==> src/hdl/pcr_pkg.sv <==
// Package for the polyline corner rounder: command and result codes,
// payload structs and sizing constants. No dependencies.
package pcr_pkg;

	localparam int CoordBits  = 32;
	localparam int RadiusBits = 31;
	localparam int CmdDepth   = 2;
	localparam int ResDepth   = 4;

	localparam logic [2:0] OP_MOVE  = 3'd0;
	localparam logic [2:0] OP_LINE  = 3'd1;
	localparam logic [2:0] OP_QUAD  = 3'd2;
	localparam logic [2:0] OP_CUBIC = 3'd3;
	localparam logic [2:0] OP_CLOSE = 3'd4;
	localparam logic [2:0] OP_DONE  = 3'd5;

	localparam logic [1:0] EMIT_MOVE  = 2'd0;
	localparam logic [1:0] EMIT_LINE  = 2'd1;
	localparam logic [1:0] EMIT_QUAD  = 2'd2;
	localparam logic [1:0] EMIT_CLOSE = 2'd3;

	typedef struct packed {
		logic [2:0]                  op;
		logic                        contour_closed;
		logic signed [CoordBits-1:0] point_x;
		logic signed [CoordBits-1:0] point_y;
	} pcr_cmd_t;

	typedef struct packed {
		logic [1:0]                  out_op;
		logic signed [CoordBits-1:0] ctrl_x;
		logic signed [CoordBits-1:0] ctrl_y;
		logic signed [CoordBits-1:0] end_x;
		logic signed [CoordBits-1:0] end_y;
		logic                        last;
	} pcr_res_t;

	typedef struct packed {
		logic signed [CoordBits:0] dx;
		logic signed [CoordBits:0] dy;
	} pcr_step_req_t;

	typedef struct packed {
		logic signed [CoordBits-1:0] step_x;
		logic signed [CoordBits-1:0] step_y;
		logic                        draw;
	} pcr_step_res_t;

endpackage

==> src/hdl/pcr_front.sv <==
// Front end: accepts commands, drops those with no effect, queues the rest.
// Depends on pcr_pkg.
module pcr_front #(
	parameter int DEPTH = pcr_pkg::CmdDepth
) (
	input  logic                              clk,
	input  logic                              arst_n,
	input  pcr_pkg::pcr_cmd_t                 cmd,
	input  logic                              push,
	output logic                              full,
	input  logic [pcr_pkg::RadiusBits-1:0]    corner_radius,
	output pcr_pkg::pcr_cmd_t                 q_cmd,
	output logic                              q_valid,
	input  logic                              q_pop
);
	import pcr_pkg::*;

	localparam int PtrW = (DEPTH > 1) ? $clog2(DEPTH) : 1;
	localparam int CntW = $clog2(DEPTH + 1);

	pcr_cmd_t            mem_q [DEPTH];
	logic [PtrW-1:0]     wr_ptr_q, rd_ptr_q;
	logic [CntW-1:0]     count_q;
	logic                keep, wr, rd;

	assign keep    = (corner_radius != '0) && (cmd.op <= OP_DONE);
	assign full    = (count_q == CntW'(DEPTH));
	assign q_valid = (count_q != '0);
	assign wr      = push && !full && keep;
	assign rd      = q_pop && q_valid;
	assign q_cmd   = mem_q[rd_ptr_q];

	always_ff @(posedge clk) begin
		if (wr) begin
			mem_q[wr_ptr_q] <= cmd;
		end
	end

	always_ff @(posedge clk or negedge arst_n) begin
		if (!arst_n) begin
			wr_ptr_q <= '0;
			rd_ptr_q <= '0;
			count_q  <= '0;
		end else begin
			if (wr) begin
				wr_ptr_q <= (wr_ptr_q == PtrW'(DEPTH - 1)) ? '0 : wr_ptr_q + 1'b1;
			end
			if (rd) begin
				rd_ptr_q <= (rd_ptr_q == PtrW'(DEPTH - 1)) ? '0 : rd_ptr_q + 1'b1;
			end
			if (wr && !rd) begin
				count_q <= count_q + 1'b1;
			end else if (rd && !wr) begin
				count_q <= count_q - 1'b1;
			end
		end
	end

endmodule

==> config.mk <==
export PLATFORM = sky130hd
export DESIGN_NAME = pcr_front
export DESIGN_NICKNAME = d
export VERILOG_FILES = /design/src/hdl/pcr_pkg.sv /design/src/hdl/pcr_front.sv
export SDC_FILE = /design/constraint.sdc
export NUM_CORES = 1
export LEC_CHECK = 0
export BUFFER_PORTS_ARGS = -buffer_cell sky130_fd_sc_hd__clkbuf_2
export CAP_MARGIN = 30
export CELL_PAD_IN_SITES_DETAIL_PLACEMENT = 0
export CELL_PAD_IN_SITES_GLOBAL_PLACEMENT = 1
export CORE_MARGIN = 2
export CORE_UTILIZATION = 42
export DETAILED_ROUTE_END_ITERATION = 16
export PLACE_DENSITY = 0.91
export SLEW_MARGIN = 0
export SYNTH_ARGS = -nofsm -noshare
export SYNTH_HDL_FRONTEND = slang
export SYNTH_SLANG_ARGS = --single-unit
export TNS_END_PERCENT = 10
==> constraint.sdc <==
create_clock -name clk -period 5 [get_ports clk]
set_clock_uncertainty 0.05 [all_clocks]
set_input_delay 1.5 -clock clk [delete_from_list [all_inputs] [get_ports clk]]
set_output_delay 1.5 -clock clk [all_outputs]
set_load 0.02 [all_outputs]
==> results of run 1 <==
==> kinds of logic (layout without fill, tap and decap cells) <==
kind of cell | after synthesis | count (layout) | synth area share (%)
fa+ha+maj | 1 | 1 | 0.241
buf+inv | 10 | 208 | 1.04
flops | 140 | 140 | 80.6
compound gates | 2 | 2 | 0.337
xor+xnor | 5 | 5 | 0.844
mux | 68 | 68 | 14.8
simple gates | 16 | 16 | 2.19
==> per-stage QoR <==
stage | TNS [ps] | util, % | hold WS (ps) | cell area (sq um)
after floorplan | -27800 | - | 397 | 5190
after global placement | 0 | 52.0 | 421 | 6270
after detailed placement | 0 | 52.0 | 429 | 6270
after CTS | 0 | 57.1 | 437 | 6880
after global routing | 0 | 57.1 | 482 | 6880
final | 0 | 57.1 | 432 | 6880
==> layout by cell type (no fill, tap or decap), types with 2 or more instances in the layout <==
master,n
xor2_1,2
inv_1,2
clkinv_4,2
bufinv_16,4
buf_12,2
xnor2_1,3
nor2_4,2
edfxtp_1,136
clkbuf_2,172
clkinv_1,3
clkbuf_16,17
nand4_1,2
nor4_2,4
nor4_1,3
clkbuf_1,3
dfrtp_1,3
mux2_2,68
==> final cells by class <==
class / count / area [sq um] / share of cell area, %
well taps: 168 / 210 / 3.05
inverters: 2 / 7.51 / 0.109
clock inverters: 12 / 170 / 2.47
flip-flops and latches: 140 / 4190 / 60.9
repair buffers: 174 / 901 / 13.1
clock buffers: 20 / 437 / 6.35
multi-input cells: 92 / 968 / 14.1
==> worst max-delay path, cell delays in order (launching register included) <==
cell	delay, ps
dfrtp_4	1040
mux2_2	420
clkbuf_2	170
==> power breakdown <==
part           internal, mW  leakage, nW  switching, mW
clock                 0.831        0.291          0.438
combinational         0.471         1.06          0.615
sequential             1.54         1.30          0.160
==> sequential cells by signal, indices dropped and copies added, names as in the netlist <==
register and count:
mem_q 136, rd_ptr_q 1, wr_ptr_q 1, count_q 2
==> layer usage <==
| layer | part of all wire (%) | GRT usage, % |
|---|---|---|
| met1 | 41 | 16.9 |
| met2 | 52 | 24.4 |
| met4 | 1.4 | 6.67 |
| met5 | 0 | 0 |
| met3 | 5.6 | 4.48 |
==> synth_stat cells <==
library cell / n
a21oi_1: 1
buf_2: 7
buf_6: 1
dfrtp_1: 4
edfxtp_1: 136
ha_1: 1
inv_1: 2
mux2_2: 68
nand2_1: 1
nand4_1: 2
nor2_1: 3
nor2b_1: 1
nor3_1: 1
nor4_1: 3
nor4_2: 4
o211ai_2: 1
or2_2: 1
xnor2_1: 3
xor2_1: 2
==> how the worst max path moves through the flow <==
stage / to / cells after the start
3_3_place_gp: mem_q[1][40] / 5
5_1_grt: q_cmd[67] / 2
6_report: q_cmd[13] / 2
2_1_floorplan: mem_q[0][0] / 3
4_1_cts: q_cmd[67] / 2
3_5_place_dp: mem_q[0][65] / 5
==> impl_metrics.py, run 1 <==
metrics = {
    "outcome": {
        "status": "finished, final reports clean",
    },
    "timing": {
        "slew_headroom_pct": 38.9,
        "final_hold_viol_count": 0,
        "worstMarginPinSlew_ps": 917,
        "setup_viol": 0,
        "max_clock_freq_mhz": 278,
        "slew_violations": 0,
        "finalCriticalPeriod_ps": 3600,
        "worst_slack_ps": 1400,
        "rsz0062_at_grt": "no",
        "finalCritPeriodShare_pct": 72.1,
    },
    "cts": {
        "clk_pin_slew_worst_paths_ps": 60,
        "ctsHtreeMaxLevel": 4,
        "ctsResizeCount": 0,
        "cts_root_buf": "clkbuf_16",
        "clock_sinks": 140,
        "clock_path_buffers": 2,
        "cts_setup_buffers": 0,
        "insertion_delay_ps": 400,
        "cts_buffers": 17,
        "cts_tree": "done",
        "cts_hold_buf": 0,
    },
    "global_routing": {
        "first_global_vias": 2961,
        "gr-total-overflow": 0,
        "antenna_found_initial": 0,
        "track_usage_pct": 14.4,
        "grt_max_degree": 70,
        "grt_pass1_wl_microns": 14100,
    },
    "detailed_routing": {
        "wire_per_inst_microns": 15.4,
        "drtAntennaViolNets": 0,
        "num_vias": 2844,
        "drt_first_pass_iters": 4,
        "routed_wirelength_microns": 9390,
        "drtIter0Drc": 106,
        "drc_errors": 0,
        "drt-vias-per-instance": 4.68,
    },
    "layout": {
        "n_antenna_cell": 0,
        "stdcell_count": 608,
        "fin_nets": 531,
        "fill_cells": 948,
        "drive_above_1_share_pct": 63.0,
        "syn_to_final_growth_pct": 32.6,
    },
    "floorplan": {
        "core_area_sq_mm": 0.0121,
        "initial_core_util_pct": 43.0,
        "ios": 173,
        "die_h_microns": 115,
        "die_w_microns": 115,
        "dieArea_sq_mm": 0.0133,
        "rows": 40,
    },
    "worst_setup_path": {
        "critPathLaunch": "rd_ptr_q",
        "rrSetupSlack_ps": 2650,
        "cp_max_fo": 69,
        "r2r-start": "count_q[1]",
        "crit_path_start_kind": "flip-flop",
        "arrival_ps": 2050,
        "crit_type": "reg -> out",
        "critPathCaptureType": "primary output",
        "cp.required_ps": 3450,
        "r2r_end": "mem_q[0][39]",
        "ff2ff_path_depth": 5,
    },
    "worst_hold_path": {
        "whs_path_depth": 1,
        "hold_path_end": "count_q[1]",
        "hp-class": "reg -> reg",
        "hold_start": "count_q[1]",
    },
    "synthesis": {
        "synth_area_sq_mm": 0.00519,
        "yosysSeqAreaShare_pct": 80.6,
        "synth_area_leader_cell": "edfxtp_1",
        "synth.distinct_cells": 19,
        "synth_top_area_share_pct": 78.7,
        "syn_inst": 242,
        "synth_nets": 346,
        "synth_warnings": 0,
        "syn_avg_cell_area_sq_um": 21.5,
        "synth-seq-cells": 140,
        "synthTopCellsByArea": "edfxtp_1 (79%), mux2_2 (15%), dfrtp_1 (1.9%), nor4_2 (0.96%), buf_2 (0.67%)",
    },
    "run": {
        "cap_violations": 0,
    },
    "power": {
        "vdd_drop_max_v": 0.000430,
        "pwr_density_cell_mw_per_mm2": 589,
        "cellLeakagePower_nw": 2.65,
        "power_mw": 4.06,
    },
    "place": {
        "place_inst": 576,
        "portBuffers": 172,
        "place_ws_ps": 1490,
        "post-dp-hpwl_microns": 6440,
        "gp_congestion": 0.726,
    },
}
Power figures use the tool's default switching activity.
==> run 2, diff against run 1 <==
- ABC_AREA: unset -> 1
- CORE_UTILIZATION: 42 -> 39
- PLACE_DENSITY: 0.91 -> 0.9
- clock period: 5 -> 3.7 ns (I/O delays scaled with it)
==> run 2 against run 1 <==
Net effect:
- clock-buffer cell count decreased by 1
- utilization decreased by 5.5 points
- combinational power increased by 69%
- routed wire length grew 16%
- clock power grew 29%
- highest routed layer unchanged
- register-to-register slack worse by 1000 ps
- die area increased by 12%
- sequential power is 28% higher
- via count is 29% higher
==> impl_metrics.py, run 2 <==
metrics = {
    "worst_setup_path": {
        "crit_family": "buffers and inverters",
        "cpMostUsedCell": "nand2_1",
        "slowest_delay_ps": 570,
        "path_cells": "inv_2 -> buf_12 -> nand2_1 -> nand2_1 -> clkbuf_2",
        "cp_slowest_cell": "dfrtp_2",
        "critPathCaptureType": "primary output",
        "worst-path-buf-inv": 3,
        "cp.required_ps": 2540,
        "crit_path_start_kind": "flip-flop",
        "cp_max_fo": 69,
        "crit_type": "reg -> out",
        "arrival_ps": 1800,
    },
    "detailed_routing": {
        "num_vias": 3671,
        "drtIter0Drc": 257,
        "drtAntennaViolNets": 0,
        "drc_errors": 0,
        "drt-vias-per-instance": 4.48,
        "wire_per_inst_microns": 13.3,
        "drt_first_pass_iters": 4,
        "routed_wirelength_microns": 10900,
    },
    "power": {
        "switching_share_pct": 35.2,
        "power_mw": 5.65,
        "pwr_density_cell_mw_per_mm2": 798,
        "seqPwrFrac_pct": 38.5,
        "vdd_drop_max_v": 0.000335,
        "clock_power_share_pct": 28.9,
        "p_sw_mw": 1.99,
        "cellLeakagePower_nw": 3.14,
        "p_int_mw": 3.66,
        "combPwrFrac_pct": 32.6,
    },
    "synthesis": {
        "synth_area_leader_cell": "edfxtp_1",
        "yosysMostFrequentCell": "nand2_1",
        "synth_warnings": 0,
        "synth-edff-count": 136,
        "synth-seq-cells": 140,
        "synthTopCellsByArea": "edfxtp_1 (75%), nand2_1 (16%), nor2_1 (2.4%), dfrtp_1 (1.8%), inv_1 (1.0%)",
        "synth_nets": 548,
        "synth-main-ff-cell": "edfxtp_1",
        "synth-async-reset-ratio_pct": 2.86,
        "syn_avg_cell_area_sq_um": 12.2,
        "synth_top_area_share_pct": 75.4,
        "synthTopCellsByCount": "nand2_1 (225), edfxtp_1 (136), nor2_1 (35)",
        "synth.distinct_cells": 20,
        "synth_area_sq_mm": 0.00541,
        "syn_inst": 444,
        "yosysSeqAreaShare_pct": 77.3,
    },
    "timing": {
        "finalCritPeriodShare_pct": 80.0,
        "worstMarginPinSlew_ps": 531,
        "final_hold_viol_count": 0,
        "slew_headroom_pct": 64.6,
        "fin_tns_setup_ps": 0,
        "rsz0062_at_grt": "no",
        "max_clock_freq_mhz": 338,
        "slew_violations": 0,
        "setup_viol": 0,
        "finalCriticalPeriod_ps": 2960,
    },
    "outcome": {
        "status": "finished, final reports clean",
    },
    "floorplan": {
        "rows": 43,
        "ios": 173,
        "dieArea_sq_mm": 0.0148,
        "die_w_microns": 122,
        "core_area_sq_mm": 0.0137,
        "initial_core_util_pct": 39.5,
        "die_h_microns": 122,
    },
    "cts": {
        "cts_hold_buf": 0,
        "ctsHtreeMaxLevel": 4,
        "clk_pin_slew_worst_paths_ps": 50,
        "clock_path_buffers": 2,
        "clock_sinks": 140,
        "cts_setup_buffers": 0,
        "cts_buffers": 17,
        "insertion_delay_ps": 400,
        "ctsResizeCount": 0,
        "cts_root_buf": "clkbuf_16",
        "cts_tree": "done",
    },
    "place": {
        "post-dp-hpwl_microns": 7500,
        "portBuffers": 172,
        "gp_congestion": 0.845,
        "place_area_sq_mm": 0.00650,
    },
    "layout": {
        "final_cell_area_sq_mm": 0.00708,
        "multiInputGateArea_sq_mm": 0.00108,
        "reg_top3": "mem_q (136), count_q (2)",
        "fill_cells": 1219,
        "fin_nets": 730,
        "regMostFlops": "mem_q",
        "most-common-layout-cells": "nand2_1 (225), clkbuf_2 (172), edfxtp_1 (136), nor2_1 (34), clkbuf_16 (17)",
        "syn_to_final_growth_pct": 30.8,
        "post-route-util_pct": 51.6,
        "seq_area_sq_mm": 0.00419,
        "n_antenna_cell": 0,
        "largest_register_ff_count": 136,
        "final_common_cell": "nand2_1",
        "drive_above_1_share_pct": 33.2,
    },
    "global_routing": {
        "antenna_found_initial": 0,
        "first_global_vias": 3609,
        "track_usage_pct": 14.8,
        "grt_max_degree": 70,
        "gr-total-overflow": 0,
        "grt_pass1_wl_microns": 16700,
    },
    "worst_hold_path": {
        "hp-class": "reg -> reg",
    },
    "run": {
        "cap_violations": 0,
    },
}
[run 2: cell types whose count changed after synthesis, moves of 2 or more]
cell     before  now
nand2_1       1  225
nor4_2        4    0
nor2_1        3   35
nor4_1        3    0
buf_2         7   10
inv_1         2   15
xnor2_1       3    1
buf_4         0    3
mux2_2       68    0
[run 2: metrics by stage]
stage	setup slack (ps)	cells	hold slack (ps)
after detailed placement	863	787	418
after global placement	905	787	406
final	740	819	426
after global routing	617	819	444
after floorplan	399	444	392
after CTS	698	819	431
[run 2: layout make-up]
cell class                 instances  share of cell area (%)
tap                              180                    3.18
sequential                       140                    59.1
timing repair buffer             178                    13.3
inverter                          16                   0.848
clock inverter                    13                    2.12
clock buffer                      19                    6.12
multi-input combinational        273                    15.3
[run 2: logic make-up (layout without fill, tap and decap cells)]
kind of cell / Yosys count / after routing / synth area share [%]
simple gates: 265 / 265 / 18.6
buf+inv: 31 / 226 / 2.87
flops: 140 / 140 / 77.3
xor+xnor: 3 / 3 / 0.485
fa+ha+maj: 1 / 1 / 0.231
compound gates: 4 / 4 / 0.578
[run 2: power groups by stage]
stage / Combinational, mW / Clock [mW] / Sequential (mW)
after detailed placement: 1.87 / 0 / 2.21
after global placement: 1.84 / 0 / 2.20
after CTS: 1.88 / 1.68 / 2.18
after floorplan: 1.26 / 0 / 2.16
final: 1.84 / 1.64 / 2.17
after global routing: 2.03 / 1.73 / 2.21
[run 2: final timing paths]
kind                            start           to  slack [ps]  depth (start not counted)
max                          rd_ptr_q    q_cmd[50]         740                          5
max reg2reg                count_q[1]  mem_q[0][7]        1650                          6
min in group asynchronous      arst_n     rd_ptr_q         460                          1
min reg2reg                  wr_ptr_q     wr_ptr_q         430                          2
max in group asynchronous      arst_n     rd_ptr_q        3000                          1
min                          wr_ptr_q     wr_ptr_q         430                          2
[run 2: metal layers]
layer	part of all wire [%]	vias to the layer above	track usage, %
met5	0	-	0
met2	52	124	26.3
met4	1.2	0	5.68
met3	6.4	8	4.68
met1	40	1697	16.7
li1	-	1842	-
[run 2: worst register-to-register path, cell delays in order (launching register included)]
cell      delay (ps)
dfrtp_1          360
inv_1            100
nor2_1            80
a211oi_2         220
nand3_1          150
inv_2            420
buf_4            350
==> run 3, diff against run 2 <==
- ABC_AREA: 1 -> 0
- CORE_UTILIZATION: 39 -> 42
- PLACE_DENSITY: 0.9 -> 0.91
- clock period: 3.7 -> 3 ns (I/O delays scaled with it)
==> run 3 against run 2 <==
Net effect:
- sequential share of layout area is 1.6 points higher
- sequential cell count is the same
- worst hold slack lost 190 ps
- global-route usage is 0.24 points higher
- combinational power grew 9.8%
- first-iteration DRC count decreased by 45%
- critical path depth decreased by 2
- critical path type unchanged
==> impl_metrics.py, run 3 (synthesis gave the netlist of run 1 again) <==
metrics = {
    "place": {
        "post-dp-hpwl_microns": 6670,
        "gp_congestion": 0.754,
        "portBuffers": 172,
        "place_inst": 578,
    },
    "worst_hold_path": {
        "hp-class": "in -> async",
    },
    "timing": {
        "setup_viol": 0,
        "final_hold_viol_count": 0,
        "rsz0062_at_grt": "no",
        "finalCritPeriodShare_pct": 90.6,
        "max_clock_freq_mhz": 368,
        "worstMarginPinSlew_ps": 913,
        "slew_headroom_pct": 39.0,
        "finalCriticalPeriod_ps": 2720,
        "slew_violations": 0,
    },
    "layout": {
        "stdcell_count": 610,
        "syn_to_final_growth_pct": 32.8,
        "reg_top3": "mem_q (136), count_q (2)",
        "largest_register_ff_count": 136,
        "post-route-util_pct": 57.1,
        "drive_above_1_share_pct": 63.6,
        "final_common_cell": "clkbuf_2",
        "regMostFlops": "mem_q",
        "fill_cells": 914,
        "n_antenna_cell": 0,
        "most-common-layout-cells": "clkbuf_2 (172), edfxtp_1 (136), mux2_2 (68), clkbuf_16 (17)",
        "fin_nets": 533,
    },
    "cts": {
        "cts_tree": "done",
        "clk_pin_slew_worst_paths_ps": 50,
        "cts_hold_buf": 0,
        "cts_setup_buffers": 0,
        "cts_buffers": 17,
        "clock_path_buffers": 2,
        "ctsHtreeMaxLevel": 4,
        "ctsResizeCount": 0,
        "cts_root_buf": "clkbuf_16",
        "clock_sinks": 140,
        "insertion_delay_ps": 410,
    },
    "floorplan": {
        "core_area_sq_mm": 0.0121,
        "dieArea_sq_mm": 0.0133,
        "rows": 40,
        "initial_core_util_pct": 43.0,
        "die_w_microns": 115,
        "die_h_microns": 115,
        "ios": 173,
    },
    "worst_setup_path": {
        "arrival_ps": 1770,
        "crit_type": "reg -> out",
        "crit_path_start_kind": "flip-flop",
        "cp_max_fo": 38,
        "worst-path-buf-inv": 2,
        "cp.required_ps": 2050,
        "slowest_delay_ps": 420,
        "cp_slowest_cell": "buf_4",
        "crit_family": "buffers and inverters",
        "path_cells": "buf_4 -> mux2_2 -> clkbuf_2",
        "critPathCaptureType": "primary output",
    },
    "run": {
        "cap_violations": 0,
    },
    "power": {
        "vdd_drop_max_v": 0.000494,
        "pwr_density_cell_mw_per_mm2": 985,
        "cellLeakagePower_nw": 2.67,
        "power_mw": 6.79,
    },
    "detailed_routing": {
        "drtAntennaViolNets": 0,
        "wire_per_inst_microns": 15.9,
        "drt_first_pass_iters": 4,
        "drc_errors": 0,
        "drt-vias-per-instance": 4.71,
        "drtIter0Drc": 141,
        "routed_wirelength_microns": 9690,
        "num_vias": 2876,
    },
    "outcome": {
        "status": "finished, final reports clean",
    },
    "global_routing": {
        "gr-total-overflow": 0,
        "grt_pass1_wl_microns": 14600,
        "grt_max_degree": 40,
        "antenna_found_initial": 0,
        "track_usage_pct": 15.1,
        "first_global_vias": 3004,
    },
}
==> run 3: power breakdown <==
part / internal [mW] / total (mW) / switching, mW / leakage, nW
Combinational: 0.797 / 2.02 / 1.22 / 1.07
Sequential: 2.57 / 2.65 / 0.0856 / 1.30
Clock: 1.38 / 2.12 / 0.741 / 0.296
Total: 4.74 / 6.79 / 2.05 / 2.67
==> run 3: worst paths after layout <==
| path | startpoint | slack, ps | end | cells after the start |
|---|---|---|---|---|
| worst min register to register | count_q[1] | 430 | count_q[1] | 1 |
| worst min-delay path | arst_n | 240 | count_q[0] | 1 |
| min in group clk | count_q[1] | 430 | count_q[1] | 1 |
| max in group asynchronous | arst_n | 2520 | rd_ptr_q | 1 |
| worst max register to register | count_q[1] | 510 | mem_q[1][0] | 5 |
| worst max-delay path | rd_ptr_q | 280 | q_cmd[24] | 3 |
==> run 3: metal layers <==
metal  vias up  routed length (microns)  GRT usage, %
li1       1346                        -             -
met1      1405                     4000          17.6
met2       110                     4790          24.3
met3        15                      719          5.96
met4         0                      184          7.63
met5         -                        0             0
==> run 3: final cells by class <==
type | instances | area, sq um | share of cell area (%)
Sequential cell | 140 | 4190 | 60.7
Multi-Input combinational cell | 92 | 968 | 14.0
Inverter | 2 | 7.51 | 0.109
Timing Repair Buffer | 176 | 916 | 13.3
Tap cell | 168 | 210 | 3.05
Clock inverter | 14 | 176 | 2.56
Clock buffer | 18 | 429 | 6.23
==> run 3: metrics by stage <==
step / setup TNS (ps) / instance area [sq um] / hold slack (ps) / worst slack, ps
6_report: 0 / 6890 / 238 / 281
2_1_floorplan: -64780 / 5200 / 397 / -476
3_5_place_dp: -379 / 6290 / 425 / -10.1
5_1_grt: 0 / 6890 / 223 / 183
4_1_cts: 0 / 6890 / 218 / 237
3_3_place_gp: 0 / 6290 / 414 / 136
